## config.mk

```make
export PLATFORM = sky130hd
export DESIGN_NAME = packed_integer_stream_decoder_unit
export DESIGN_NICKNAME = d
export VERILOG_FILES = /design/src/hw/rtl/pisd_pkg.sv /design/src/hw/rtl/pisd_in_reg.sv /design/src/hw/rtl/pisd_decode.sv /design/src/hw/rtl/pisd_out_reg.sv /design/src/hw/rtl/packed_integer_stream_decoder_unit.sv
export SDC_FILE = /design/constraint.sdc
export NUM_CORES = 1
export LEC_CHECK = 0
export BUFFER_PORTS_ARGS = -buffer_cell sky130_fd_sc_hd__buf_2
export CORE_ASPECT_RATIO = 1.75
export CORE_MARGIN = 2
export CORE_UTILIZATION = 45
export CTS_BUF_LIST = sky130_fd_sc_hd__clkbuf_8
export DETAILED_ROUTE_END_ITERATION = 8
export MAX_ROUTING_LAYER = met4
export PLACE_DENSITY = 0.76
export SLEW_MARGIN = 0
export SYNTH_ARGS = -nofsm -noshare
export SYNTH_HDL_FRONTEND = slang
export SYNTH_HIERARCHICAL = 1
export SYNTH_SLANG_ARGS = --single-unit
```

## constraint.sdc

```tcl
create_clock -name clk -period 4 [get_ports clk]
set_input_delay 0.4 -clock clk [delete_from_list [all_inputs] [get_ports clk]]
set_output_delay 0.4 -clock clk [all_outputs]
set_load 0.02 [all_outputs]
```

## src/hw/rtl/pisd_pkg.sv

```systemverilog
`timescale 1ns / 1ps
// ---------------------------------------------------------------------------
// pisd_pkg
// Shared types and constants for the packed integer stream decoder.
// ---------------------------------------------------------------------------
package pisd_pkg;

  // Command codes carried with the first byte of a value
  localparam logic CMD_COMPACT = 1'b0;
  localparam logic CMD_GROUPS  = 1'b1;

  // Escape bytes of the signed compact format
  localparam logic [7:0] ESC_SHORT = 8'h80;
  localparam logic [7:0] ESC_LONG  = 8'h81;

  // Decoder state: kind of value in progress
  typedef enum logic [1:0] {
    KIND_IDLE  = 2'd0,
    KIND_SHORT = 2'd1,
    KIND_LONG  = 2'd2,
    KIND_GROUP = 2'd3
  } kind_t;

  // Input word: one byte of the stream plus its command
  typedef struct packed {
    logic [7:0] in_byte;
    logic       command;
  } in_word_t;

  // Result word: one decoded integer
  typedef struct packed {
    logic signed [31:0] value;
    logic               value_format;
  } out_word_t;

endpackage

```

## src/hw/rtl/pisd_in_reg.sv

```systemverilog
`timescale 1ns / 1ps
// ---------------------------------------------------------------------------
// pisd_in_reg
// Input register: captures one word and holds it until the decoder takes it.
// ---------------------------------------------------------------------------
module pisd_in_reg (
  input  logic               clk,
  input  logic               rst_n,
  input  logic               in_valid,
  output logic               in_stall,
  input  pisd_pkg::in_word_t in_data,
  input  logic               take,
  output logic               hold_valid,
  output pisd_pkg::in_word_t hold_data
);

  logic               valid_r;
  logic               valid_nxt;
  pisd_pkg::in_word_t data_r;
  logic               accept;

  // Stall while a held word cannot move on this cycle
  assign in_stall = valid_r && !take;
  assign accept   = in_valid && !in_stall;

  always_comb begin
    valid_nxt = valid_r;
    if (accept) begin
      valid_nxt = 1'b1;
    end else if (take) begin
      valid_nxt = 1'b0;
    end
  end

  // Control state
  always_ff @(posedge clk) begin
    if (!rst_n) begin
      valid_r <= 1'b0;
    end else begin
      valid_r <= valid_nxt;
    end
  end

  // Capture the payload on accept
  always_ff @(posedge clk) begin
    if (accept) begin
      data_r <= in_data;
    end
  end

  assign hold_valid = valid_r;
  assign hold_data  = data_r;

endmodule

```

## src/hw/rtl/pisd_decode.sv

```systemverilog
`timescale 1ns / 1ps
// ---------------------------------------------------------------------------
// pisd_decode
// Value assembly: tracks format, byte count and partial bits, and forms a
// result on the byte that completes a value.
// ---------------------------------------------------------------------------
module pisd_decode (
  input  logic                clk,
  input  logic                rst_n,
  input  logic                advance,
  input  pisd_pkg::in_word_t  word,
  output logic                res_valid,
  output pisd_pkg::out_word_t res_data
);

  pisd_pkg::kind_t kind_r;
  pisd_pkg::kind_t kind_nxt;
  logic [1:0]      cnt_r;
  logic [1:0]      cnt_nxt;
  logic [23:0]     part_r;
  logic [23:0]     part_nxt;
  logic [7:0]      b;

  assign b = word.in_byte;

  // Next state
  always_comb begin
    kind_nxt = kind_r;
    unique case (kind_r)
      pisd_pkg::KIND_IDLE: begin
        if (word.command == pisd_pkg::CMD_COMPACT) begin
          if (b == pisd_pkg::ESC_SHORT) begin
            kind_nxt = pisd_pkg::KIND_SHORT;
          end else if (b == pisd_pkg::ESC_LONG) begin
            kind_nxt = pisd_pkg::KIND_LONG;
          end
        end else if (b[7]) begin
          kind_nxt = pisd_pkg::KIND_GROUP;
        end
      end
      pisd_pkg::KIND_SHORT: begin
        if (cnt_r == 2'd1) kind_nxt = pisd_pkg::KIND_IDLE;
      end
      pisd_pkg::KIND_LONG: begin
        if (cnt_r == 2'd3) kind_nxt = pisd_pkg::KIND_IDLE;
      end
      pisd_pkg::KIND_GROUP: begin
        // a clear continuation bit or the fourth byte ends the value
        if (!b[7] || cnt_r == 2'd3) kind_nxt = pisd_pkg::KIND_IDLE;
      end
      default: kind_nxt = pisd_pkg::KIND_IDLE;
    endcase
  end

  // Datapath and result
  always_comb begin
    cnt_nxt                = cnt_r + 2'd1;
    part_nxt               = part_r;
    res_valid              = 1'b0;
    res_data.value         = 32'sd0;
    res_data.value_format  = pisd_pkg::CMD_COMPACT;
    unique case (kind_r)
      pisd_pkg::KIND_IDLE: begin
        cnt_nxt  = 2'd0;
        part_nxt = 24'd0;
        if (word.command == pisd_pkg::CMD_COMPACT) begin
          if (b != pisd_pkg::ESC_SHORT && b != pisd_pkg::ESC_LONG) begin
            res_valid      = 1'b1;
            res_data.value = {{24{b[7]}}, b};
          end
        end else if (b[7]) begin
          cnt_nxt  = 2'd1;
          part_nxt = {16'd0, b};
        end else begin
          res_valid             = 1'b1;
          res_data.value        = {24'd0, b};
          res_data.value_format = pisd_pkg::CMD_GROUPS;
        end
      end
      pisd_pkg::KIND_SHORT: begin
        if (cnt_r == 2'd0) begin
          part_nxt[7:0] = b;
        end else begin
          res_valid      = 1'b1;
          res_data.value = {{16{b[7]}}, b, part_r[7:0]};
        end
      end
      pisd_pkg::KIND_LONG: begin
        case (cnt_r)
          2'd0:    part_nxt[7:0]   = b;
          2'd1:    part_nxt[15:8]  = b;
          2'd2:    part_nxt[23:16] = b;
          default: begin
            res_valid      = 1'b1;
            res_data.value = {b, part_r};
          end
        endcase
      end
      pisd_pkg::KIND_GROUP: begin
        res_data.value_format = pisd_pkg::CMD_GROUPS;
        case (cnt_r)
          2'd1: begin
            part_nxt       = {9'd0, b, part_r[6:0]};
            res_valid      = !b[7];
            res_data.value = {17'd0, b, part_r[6:0]};
          end
          2'd2: begin
            part_nxt       = {2'd0, b, part_r[13:0]};
            res_valid      = !b[7];
            res_data.value = {10'd0, b, part_r[13:0]};
          end
          default: begin
            // fourth byte: sign-extend from bit 28
            res_valid      = 1'b1;
            res_data.value = {{3{b[7]}}, b, part_r[20:0]};
          end
        endcase
      end
      default: begin
        cnt_nxt = 2'd0;
      end
    endcase
  end

  // Control state
  always_ff @(posedge clk) begin
    if (!rst_n) begin
      kind_r <= pisd_pkg::KIND_IDLE;
      cnt_r  <= 2'd0;
      part_r <= 24'd0;
    end else if (advance) begin
      kind_r <= kind_nxt;
      cnt_r  <= cnt_nxt;
      part_r <= part_nxt;
    end
  end

endmodule

```

## src/hw/rtl/pisd_out_reg.sv

```systemverilog
`timescale 1ns / 1ps
// ---------------------------------------------------------------------------
// pisd_out_reg
// Result register: holds a finished word until the receiver takes it.
// ---------------------------------------------------------------------------
module pisd_out_reg (
  input  logic                clk,
  input  logic                rst_n,
  input  logic                load,
  input  pisd_pkg::out_word_t res_data,
  output logic                space,
  output logic                out_valid,
  input  logic                out_stall,
  output pisd_pkg::out_word_t out_data
);

  logic                valid_r;
  logic                valid_nxt;
  pisd_pkg::out_word_t data_r;

  // Room for a new word when empty or being drained this cycle
  assign space = !valid_r || !out_stall;

  always_comb begin
    valid_nxt = valid_r;
    if (load) begin
      valid_nxt = 1'b1;
    end else if (!out_stall) begin
      valid_nxt = 1'b0;
    end
  end

  always_ff @(posedge clk) begin
    if (!rst_n) begin
      valid_r <= 1'b0;
    end else begin
      valid_r <= valid_nxt;
    end
  end

  // Load the payload with each new result
  always_ff @(posedge clk) begin
    if (load) begin
      data_r <= res_data;
    end
  end

  assign out_valid = valid_r;
  assign out_data  = data_r;

endmodule

```

## src/hw/rtl/packed_integer_stream_decoder_unit.sv

```systemverilog
`timescale 1ns / 1ps
// ---------------------------------------------------------------------------
// packed_integer_stream_decoder_unit
// Rebuilds 32-bit integers from a packed byte stream in two formats.
// ---------------------------------------------------------------------------
// Usage:
//   Input channel in_valid / in_stall / in_data carries one stream byte per
//   word together with a command bit that picks the format of a value that
//   starts on that byte (compact signed or 7-bit groups).
//   Output channel out_valid / out_stall / out_data carries one decoded
//   integer per word, emitted on the byte that completes a value.
//   A completing byte's integer reaches out_data via the input register,
//   then decode into the result register. Throughput: one byte per cycle
//   sustained while out_stall is low; the decode is a single pass of shifts
//   and muxes between the input register and the result register.
//   Reset (rst_n low, synchronous) empties both registers and returns the
//   decoder to idle between values.
//   While out_stall is high with a result held, the decoder freezes; the
//   input register still takes a byte if it is empty, then in_stall rises.
// ---------------------------------------------------------------------------
module packed_integer_stream_decoder_unit (
  input  logic                clk,
  input  logic                rst_n,
  input  logic                in_valid,
  output logic                in_stall,
  input  pisd_pkg::in_word_t  in_data,
  output logic                out_valid,
  input  logic                out_stall,
  output pisd_pkg::out_word_t out_data
);

  logic                hold_valid;
  pisd_pkg::in_word_t  hold_data;
  logic                space;
  logic                advance;
  logic                res_valid;
  pisd_pkg::out_word_t res_data;

  // Move the held byte through the decoder when the result side has room
  assign advance = hold_valid && space;

  pisd_in_reg u_in_reg (
    .clk        (clk),
    .rst_n      (rst_n),
    .in_valid   (in_valid),
    .in_stall   (in_stall),
    .in_data    (in_data),
    .take       (advance),
    .hold_valid (hold_valid),
    .hold_data  (hold_data)
  );

  pisd_decode u_decode (
    .clk       (clk),
    .rst_n     (rst_n),
    .advance   (advance),
    .word      (hold_data),
    .res_valid (res_valid),
    .res_data  (res_data)
  );

  pisd_out_reg u_out_reg (
    .clk       (clk),
    .rst_n     (rst_n),
    .load      (advance && res_valid),
    .res_data  (res_data),
    .space     (space),
    .out_valid (out_valid),
    .out_stall (out_stall),
    .out_data  (out_data)
  );

endmodule
```

### After elaboration in Yosys (flattened, before gate mapping)

Cells that the tools add are included.

* bits in registers: 72
* bits in latches: 0
* memory bits (writable): 0
* ROM bits: 0
* input port bits: 13
* memories kept: 0

* add/sub/neg operators: 1
* multiply operators: 0
* div/mod/pow operators: 0
* $lt $le $gt $ge: 0
* equal/unequal tests: 22
* shift operators: 0
* mux-type cells: 39
* bitwise logic cells: 1
* reduce and logical (&&, ||, !) cells: 25

Operators by type and width (number)
* $mux 32: 4
* $pmux 32 s4: 1
* $pmux 32 s2: 1
* $mux 8: 6
* $pmux 16 s3: 1
* $pmux 24 s2: 1
* $pmux 8 s3: 1
* $mux 2: 9
* $eq 8x8->1 const B: 2
* $ne 8x8->1 const B: 2
* $ne 2x1->1 const B: 7
* $mux 1: 12
* $reduce_and 4->1: 3
* $eq 2x2->1 const B: 4
* $pmux 2 s4: 1
* $reduce_and 6->1: 1
* $logic_and 1x1->1: 5
* $logic_not 1->1: 5
* $reduce_and 5->1: 1
* $eq 2x1->1 const B: 2
* $logic_not 2->1: 2
* $ne 2x2->1 const B: 2
* $ne 4x2->1 const B: 1
* $pmux 1 s4: 1
* other kinds (11): 13

### Longest topological paths before layout

Gate-level depths: netlist (run 1).

* depth in word-level cells: 8
* mapped depth: 10

### Modules after synthesis

The synthesis (run 1) kept the hierarchy.

Modules (own cells, without submodules)
* pisd_decode: times used 1, cells each 292, area each 2204.6 um2, seq. area each 560.5 um2
* pisd_out_reg: times used 1, cells each 37, area each 1026.0 um2, seq. area each 1011.0 um2
* pisd_in_reg: times used 1, cells each 13, area each 317.8 um2, seq. area each 290.3 um2
* packed_integer_stream_decoder_unit: times used 1, cells each 2, area each 12.5 um2, seq. area each 0.0 um2

### Worst setup path after synthesis (run 1)

No wires, ideal clock.

* path type: reg-to-reg
* from: reg u_decode.cnt_r[0]
* to: reg u_out_reg.data_r (netlist bit u_out_reg/out_data[0]), enable pin
* arrival: 2.476 ns
* data required time: 3.606 ns
* setup slack: 1.130 ns
* stages on the path, launching flop included: 9
* buffers on the path: 1
* cell sequence: dfxtp_1 -> inv_1 -> ha_1 -> nor2b_1 -> buf_2 -> nor2_1 -> a21oi_1 -> a21o_1 -> and3_1

* longest elaborated chain between the ends: 5
* elaborated cells on any way between the ends: 10
* those cells by class: eq/ne (2); mux (4); reduce/logical (4)

RTL lines
* start: declaration: line pisd_decode.sv:18 `logic [1:0] cnt_r;`
* start signal: assignment: line pisd_decode.sv:133 `cnt_r <= cnt_nxt;`
* $eq 2x2->1, or another cell as far along: line pisd_decode.sv:89, pisd_decode.sv:101
* $reduce_or 3->1 (no line) / $reduce_or 2->1 (equally long branches)
* $mux 1 (on tied branches)
* $pmux 1 s4 (*): line pisd_decode.sv:62 `unique case (kind_r)`
* named net res_valid: line packed_integer_stream_decoder_unit.sv:36 `logic res_valid;`
* $logic_and 1x1->1 (*): line packed_integer_stream_decoder_unit.sv:65 `.load (advance && res_valid),`
* end signal: assignment: line pisd_out_reg.sv:44 `data_r <= res_data;`
* end: declaration: line pisd_out_reg.sv:19 `pisd_pkg::out_word_t data_r;`

The timed path passes the listed nets; every way through them passes the cells marked *.
A chain may end at the register's enable or synchronous reset.

### Worst setup path in the final report (run 1)

* from: reg u_decode.cnt_r[0]
* to: reg u_out_reg.data_r (netlist bit u_out_reg/out_data[9]), enable pin

Same word-level chain as after synthesis.

==> results.txt, run 1 <==
----------------------------------------------------
[Run status]
  Result of the run ... complete, no violations

[Critical path]
  Worst r2r src ... u_decode/cnt_r[0]
  Worst Path Class, Setup ... register to register
  Buffers and inverters on the worst path ... 3
  WP data arrival ... 3170 ps
  Biggest cell delay along the critical path ... 620 ps
  Number of cells on the worst reg-to-reg path ... 9
  Critical-path cell list ... inv_1 > ha_1 > nor2b_1 > nor2_1 > a21oi_1 > buf_4 > a21o_1 > and3_1 > buf_12
  Total stage count of the critical path ... 9
  Maximum fanout encountered on the critical timing path ... 24
  Worst Setup SP ... u_decode/cnt_r[0]
  RR Endpoint ... u_out_reg/out_data[9]
  Slack of the worst reg-to-reg path ... 890 ps
  Setup crit end ... u_out_reg/out_data[9]
  Category of the worst setup path capture point ... register
  Worst endpoint required time ... 4060 ps
  Crit path max-delay family ... simple AND/OR/NAND/NOR gates
  Max stage delay cell, worst path ... nor2b_1
  Startpoint types ... register

[Logic synthesis]
  Post-synthesis cell count ... 344
  Synthesized area per cell ... 10.4 um2
  Primary flip-flop cell chosen by synthesis mapping ... edfxtp_1
  Yosys warns ... 6
  Seq/Total Area, Yosys ... 52.3%
  Fraction of synthesis flops using an asynchronous set or reset pin ... 0%
  Number of enable-type register cells in the synthesized netlist ... 42
  Flip-flop and latch count after synthesis ... 72
  Number of distinct standard cells referenced by the synthesized netlist ... 47
  Post-synthesis cell area ... 3560 um2
  Net count after synthesis ... 367

[STA]
  Summed negative setup slack over all endpoints ... 0 ps
  Post-route minimum period ... 3110 ps
  Setup skew after layout ... 10.2 ps
  Fraction of the cycle the final worst path needs ... 77.8%
  Worst path setup slack after routing ... 889 ps
  Setup repair after global routing missed its margin ... no
  Slew at the pin closest to its max-slew limit ... 1120 ps
  Number of slew-limit violations in the final report ... 0
  Highest clock rate ... 321 MHz
  Worst slew margin relative to its limit ... 24.2%
  Final setup violating endpoints ... 0
  Number of hold-slack violations in the final timing report ... 0

[Cells and area]
  # nets final ... 394
  FF+latch area ... 1860 um2
  Proportion of layout cells with a drive suffix above 1 ... 18.4%
  Most common library cell in the layout ignoring fill and taps ... buf_2
  Area growth from synthesis to layout ... 11.2%
  Most frequent cells in the layout ... 47 x buf_2, 42 x edfxtp_1, 32 x o21ai_0
  Final core area utilization ... 52.0%
  Antenna fix cells ... 0
  Filler Cell Count ... 677
  Area taken by multi-input logic gates ... 1480 um2

[Die]
  Core region area ... 7620 um2
  Horizontal die dimension ... 71.2 um
  Count of standard-cell rows ... 42
  Die footprint ... 8670 um2
  Height of the die ... 122 um
  Starting utilization of the core area ... 46.7%
  Num ports ... 48

[Routing]
  Number of DRC markers in iteration 0 ... 312
  Remaining number of nets flagged by the antenna check after routing ... 0
  Pre-antenna DRT Iters ... 6
  Total number of vias ... 2908
  # DRC ... 0
  Drt wl/cell ... 17.6 um
  Post-DR vias/cell ... 6.27
  Aggregate routed wire length ... 8.17 mm

[Global route]
  Global-route met2 utilization ... 34.6%
  GR met3 Demand/Resource ... 5.38%
  Largest net degree at the start of global routing ... 35
  Busiest layer in global routing ... met2
  Initial antenna violation count ... 0
  GR met1 Demand/Resource ... 21.7%
  Total congestion overflow ... 0
  First-pass GRT wire length ... 13.3 mm
  Global router's overall resource usage ... 20.5%
  Number of global-route vias before repair ... 2784

[Power and ir drop]
  Leakage power ... 0.00142 uW
  Overall power after layout ... 1640 uW
  Largest vdd supply drop ... 0.000201 V
  Power density over the cells ... 414 nW/um2

[CTS]
  Total clock buffers created by CTS ... 9
  Largest buffer count on any clock path ... 2
  Gates resized, CTS repair ... 0
  Clk slew on worst S/H paths ... 70 ps
  Number of setup buffers added after CTS ... 0
  Clock tree from TritonCTS ... yes
  Latest clock arrival within the worst-skew pair ... 360 ps
  Clock Sinks ... 72
  Count of H-tree levels built during CTS ... 3
  Root Buffer ... clkbuf_8
  # hold bufs at CTS ... 0

[Hold path]
  Worst min-delay path startpoint ... in_data[7]
  Min-Delay Path Class ... primary input to register

[Flow run]
  Number of max-cap violations ... 0

[Placement]
  PortBufs ... 47
  Pre-CTS setup slack ... 925 ps
  HPWL reported at the end of detailed placement ... 5.65 mm
  Placer Congestion ... 0.900

----------------------------------------------------
==> cell usage after synthesis, types with 2 or more instances <==
master	count	share of area, %
nor2_1	14	1.5
o21a_1	3	0.63
buf_6	2	0.63
and3_1	4	0.70
a21oi_1	17	2.4
o311ai_0	2	0.49
and2_1	3	0.53
nand3_1	12	1.7
edfxtp_1	42	35
a311oi_1	3	0.74
buf_2	5	0.70
dfxtp_1	30	17
a221oi_1	19	4.7
a31oi_1	2	0.35
o21bai_1	2	0.42
a32o_1	2	0.56
nor3_1	6	0.84
inv_1	16	1.7
a222oi_1	6	1.7
ha_1	10	3.5
nor2b_1	14	2.5
a22o_1	6	1.5
a211oi_1	9	1.9
clkbuf_1	27	2.8
o21ai_0	32	4.5
a22oi_1	16	3.4
o21ai_1	5	0.70
buf_1	3	0.32
nand2b_1	4	0.70
nand4_1	2	0.35
nand2_1	9	0.95
or3_1	2	0.35
==> per-stage QoR <==
step	hold WS, ps	std cells	instance area [um2]
6_report	211	464	3960
5_1_grt	195	464	3960
4_1_cts	199	464	3960
3_5_place_dp	484	448	3800
3_3_place_gp	467	448	3800
2_1_floorplan	454	344	3560
==> state kept, by name, indices dropped and copies added (netlist names) <==
| signal | count |
|---|---|
| u_decode/cnt_r | 2 |
| u_decode/kind_r | 2 |
| u_decode/part_r | 24 |
| u_out_reg/out_valid | 1 |
| u_out_reg/out_data | 33 |
| u_in_reg/hold_data | 9 |
| u_in_reg/hold_valid | 1 |
==> logic make-up after synthesis <==
group | count (synthesis) | synth area share, %
and+or+nand+nor | 75 | 11.3
adders and majority gates | 10 | 3.51
muxes | 1 | 0.281
buffers and inverters | 54 | 6.29
DFF | 72 | 52.3
AOI/OAI and AO/OA | 132 | 26.4
==> report_power, final <==
group	total, uW	switching [uW]	internal (uW)
clock	468	255	213
combinational	276	178	97.6
sequential	894	42.7	851
total	1640	476	1160
==> metal layers <==
| layer | vias up | routed length (um) |
|---|---|---|
| met5 | - | 0 |
| met4 | 0 | 270 |
| met3 | 27 | 492 |
| met2 | 128 | 4360 |
| met1 | 1384 | 3050 |
| li1 | 1369 | - |
==> cell type report <==
cell class                      count  share of cell area (%)
Clock inverter                      7                   0.821
Sequential cell                    72                    47.0
Inverter                           17                    1.61
Tap cell                           88                    2.78
Timing Repair Buffer               53                    7.39
Clock buffer                        9                    3.13
Multi-Input combinational cell    218                    37.3
==> worst reg2reg max path: stages (launching register included) <==
cell and delay, ps:
dfxtp_1 410, inv_1 110, ha_1 230, nor2b_1 620
nor2_1 160, a21oi_1 180, buf_4 180, a21o_1 110
and3_1 560, buf_12 260
==> how the worst min path moves through the flow <==
| stage | endpoint | cells past startpoint |
|---|---|---|
| 2_1_floorplan | u_decode/part_r[22] | 2 |
| 3_3_place_gp | u_decode/part_r[23] | 2 |
| 3_5_place_dp | u_decode/part_r[22] | 2 |
| 4_1_cts | u_in_reg/hold_data[7] | 1 |
| 5_1_grt | u_in_reg/hold_data[5] | 1 |
| 6_report | u_in_reg/hold_data[7] | 1 |
No activity file was read; power rests on OpenSTA's default activity.
==> run 2: changes to the inputs <==
--- a/config.mk
+++ b/config.mk
@@ -5,6 +5,7 @@
 export SDC_FILE = /design/constraint.sdc
 export NUM_CORES = 1
 export LEC_CHECK = 0
+export ABC_AREA = 1
 export BUFFER_PORTS_ARGS = -buffer_cell sky130_fd_sc_hd__buf_2
 export CORE_ASPECT_RATIO = 1.75
 export CORE_MARGIN = 2
==> constraint.sdc (replaced) <==
create_clock -name clk -period 3 [get_ports clk]
set_input_delay 0.3 -clock clk [delete_from_list [all_inputs] [get_ports clk]]
set_output_delay 0.3 -clock clk [all_outputs]
set_load 0.02 [all_outputs]
==> run 2 against run 1 <==
Compared with the run above: synthesized cell count up 29%; largest power group unchanged; count of clock-buffer cells in the layout unchanged; setup slack worse by 230 ps; die area up 3.7%; combinational power up 36%; final cell count up 25%; utilization up 0.76 points; critical path depth down 1; largest cell class unchanged; critical path type unchanged; sequential cell count unchanged; wire length up 7.7%.
==> results.txt, run 2 <==
----------------------------------------------------
[Routing]
  Number of DRC markers in iteration 0 ... 307
  Pre-antenna DRT Iters ... 5
  Aggregate routed wire length ... 8.80 mm
  # DRC ... 0
  Remaining number of nets flagged by the antenna check after routing ... 0
  Total number of vias ... 3168
  Drt wl/cell ... 15.1 um
  Post-DR vias/cell ... 5.45

[CTS]
  Clk slew on worst S/H paths ... 80 ps
  Gates resized, CTS repair ... 0
  Largest buffer count on any clock path ... 2
  Count of H-tree levels built during CTS ... 3
  Clock Sinks ... 72
  Clock tree from TritonCTS ... yes
  Total clock buffers created by CTS ... 9
  Number of setup buffers added after CTS ... 0
  Root Buffer ... clkbuf_8
  Latest clock arrival within the worst-skew pair ... 360 ps
  # hold bufs at CTS ... 0

[Critical path]
  WP data arrival ... 2460 ps
  Worst r2r src ... u_decode/cnt_r[0]
  Slack of the worst reg-to-reg path ... 660 ps
  Category of the worst setup path capture point ... register
  Number of cells on the worst reg-to-reg path ... 8
  Worst endpoint required time ... 3110 ps
  Setup crit end ... u_out_reg/out_data[10]
  Startpoint types ... register
  RR Endpoint ... u_out_reg/out_data[10]
  Worst Setup SP ... u_decode/cnt_r[0]
  Worst Path Class, Setup ... register to register
  Maximum fanout encountered on the critical timing path ... 8

[Power and ir drop]
  Sequential power share ... 49.2%
  Power density over the cells ... 567 nW/um2
  Leakage power ... 0.00181 uW
  Largest vdd supply drop ... 0.000253 V
  Switching Share ... 28.2%
  Clock Power Share ... 35.1%
  Share of power burned in combinational logic ... 15.7%
  Total internal power ... 1710 uW
  Switching power ... 670 uW

[Placement]
  Placer Congestion ... 0.976
  HPWL reported at the end of detailed placement ... 6.52 mm
  PortBufs ... 47

[Global route]
  GR met3 Demand/Resource ... 4.94%
  Global-route met2 utilization ... 38.1%
  Busiest layer in global routing ... met2
  Total congestion overflow ... 0
  Global router's overall resource usage ... 21.7%
  GR met1 Demand/Resource ... 21.2%
  Initial antenna violation count ... 0
  Number of global-route vias before repair ... 2974
  Largest net degree at the start of global routing ... 35
  First-pass GRT wire length ... 14.1 mm

[Logic synthesis]
  Leading post-synthesis cells by cell area ... edfxtp_1 34%, dfxtp_1 16%, nand2_1 9.1%, o21ai_0 8.9%, inv_1 6.0%
  Number of distinct standard cells referenced by the synthesized netlist ... 33
  Leading area contributor after synthesis ... edfxtp_1
  Leading post-synthesis cells by instance count ... 90 x nand2_1, 66 x o21ai_0, 59 x inv_1
  Flip-flop and latch count after synthesis ... 72
  Post-synthesis cell area ... 3700 um2
  Library cell with the highest instance count after synthesis ... nand2_1
  Number of enable-type register cells in the synthesized netlist ... 42
  Fraction of synthesis flops using an asynchronous set or reset pin ... 0%
  Portion of synthesized cell area occupied by the leading cell type ... 34.1%
  Post-synthesis cell count ... 443
  Net count after synthesis ... 466
  Seq/Total Area, Yosys ... 50.3%
  Primary flip-flop cell chosen by synthesis mapping ... edfxtp_1
  Synthesized area per cell ... 8.35 um2
  Yosys warns ... 6

[STA]
  Slew at the pin closest to its max-slew limit ... 784 ps
  Worst slew margin relative to its limit ... 47.6%
  Fraction of the cycle the final worst path needs ... 78.2%
  Final setup violating endpoints ... 0
  Highest clock rate ... 426 MHz
  Post-route minimum period ... 2340 ps
  Number of hold-slack violations in the final timing report ... 0
  Summed negative setup slack over all endpoints ... 0 ps
  Number of slew-limit violations in the final report ... 0
  Setup skew after layout ... 8.14 ps
  Setup repair after global routing missed its margin ... no

[Cells and area]
  Proportion of layout cells with a drive suffix above 1 ... 17.1%
  Flip-flop count of the largest register after layout ... 33
  # nets final ... 509
  Most frequent cells in the layout ... 90 x nand2_1, 66 x o21ai_0, 59 x inv_1
  Most common library cell in the layout ignoring fill and taps ... nand2_1
  Antenna fix cells ... 0
  Final core area utilization ... 52.7%
  Area growth from synthesis to layout ... 13.5%

[Hold path]
  Worst min-delay path startpoint ... in_data[3]
  Min-Delay Path Class ... primary input to register

[Flow run]
  Number of max-cap violations ... 0

[Die]
  Height of the die ... 124 um
  Horizontal die dimension ... 72.5 um
  Count of standard-cell rows ... 43
  Die footprint ... 8990 um2
  Core region area ... 7960 um2
  Num ports ... 48
  Starting utilization of the core area ... 46.5%

[Run status]
  Result of the run ... complete, no violations

----------------------------------------------------
## run 2: cell types whose count changed in the layout (fill, tap and decap cells not counted), moves of 6 or more
cell and change:
nand2_1 +81, inv_1 +40, o21ai_0 +34, a21oi_1 +19, o22ai_1 +18, a221oi_1 -17, a22oi_1 -14, nor2b_1 -14
nor2_1 +13, a211oi_1 -8, a222oi_1 -6, a22o_1 -6
## run 2: metal layers
layer	up-vias	share of wire, %
li1	1580	-
met1	1428	36
met2	124	54
met3	36	4.9
met4	0	5.1
met5	-	0
## run 2: cell families (layout without fill, tap and decap cells)
group | after synthesis | count (layout) | share of synthesized area (%)
AO/OA/AOI/OAI | 137 | 137 | 20.8
adder cells (fa/ha/maj) | 10 | 10 | 3.38
buffers and inverters | 83 | 131 | 9.43
flip-flops | 72 | 72 | 50.3
AND/OR/NAND/NOR | 141 | 141 | 16.1
## run 2: worst min path at each step
stage                     slack [ps]  depth (start not counted)                     to
after floorplan                  400                          0  u_in_reg/hold_data[0]
after global placement           440                          2     u_decode/part_r[8]
after detailed placement         440                          2    u_decode/part_r[12]
after CTS                         90                          1  u_in_reg/hold_data[3]
after global routing             100                          1  u_in_reg/hold_data[3]
final                            110                          1  u_in_reg/hold_data[3]
## run 2: power by group through the flow
stage	clock (uW)	sequential, uW	combinational, uW
after floorplan	0	1220	236
after global placement	0	1190	366
after detailed placement	0	1190	370
after CTS	858	1170	371
after global routing	900	1180	415
final	835	1170	374
## run 2: final cells by class
| type | count | area, um2 |
|---|---|---|
| Fill cell | 758 | 3760 |
| Sequential cell | 72 | 1860 |
| Multi-Input combinational cell | 288 | 1490 |
| Timing Repair Buffer | 51 | 278 |
| Inverter | 64 | 240 |
| Clock buffer | 9 | 124 |
| Tap cell | 90 | 113 |
| Clock inverter | 7 | 93.8 |
## run 2: worst max-delay path, cell delays in order, from the launching register on
cell and delay, ps:
dfxtp_1 390, inv_1 100, ha_1 280, nand2_1 270, inv_1 190, nor3_1 530
o21ai_0 190, nand2_1 90, nand2_1 40
## run 2: through the flow
stage / instance area [um2] / power, uW / hold WS [ps] / setup slack, ps / cells
3_5_place_dp: 3980 / 1560 / 443 / 737 / 565
5_1_grt: 4200 / 2490 / 95.9 / 440 / 581
6_report: 4200 / 2380 / 110 / 655 / 581
2_1_floorplan: 3700 / 1460 / 399 / 290 / 443
4_1_cts: 4200 / 2400 / 91.4 / 716 / 581
3_3_place_gp: 3980 / 1560 / 435 / 787 / 565
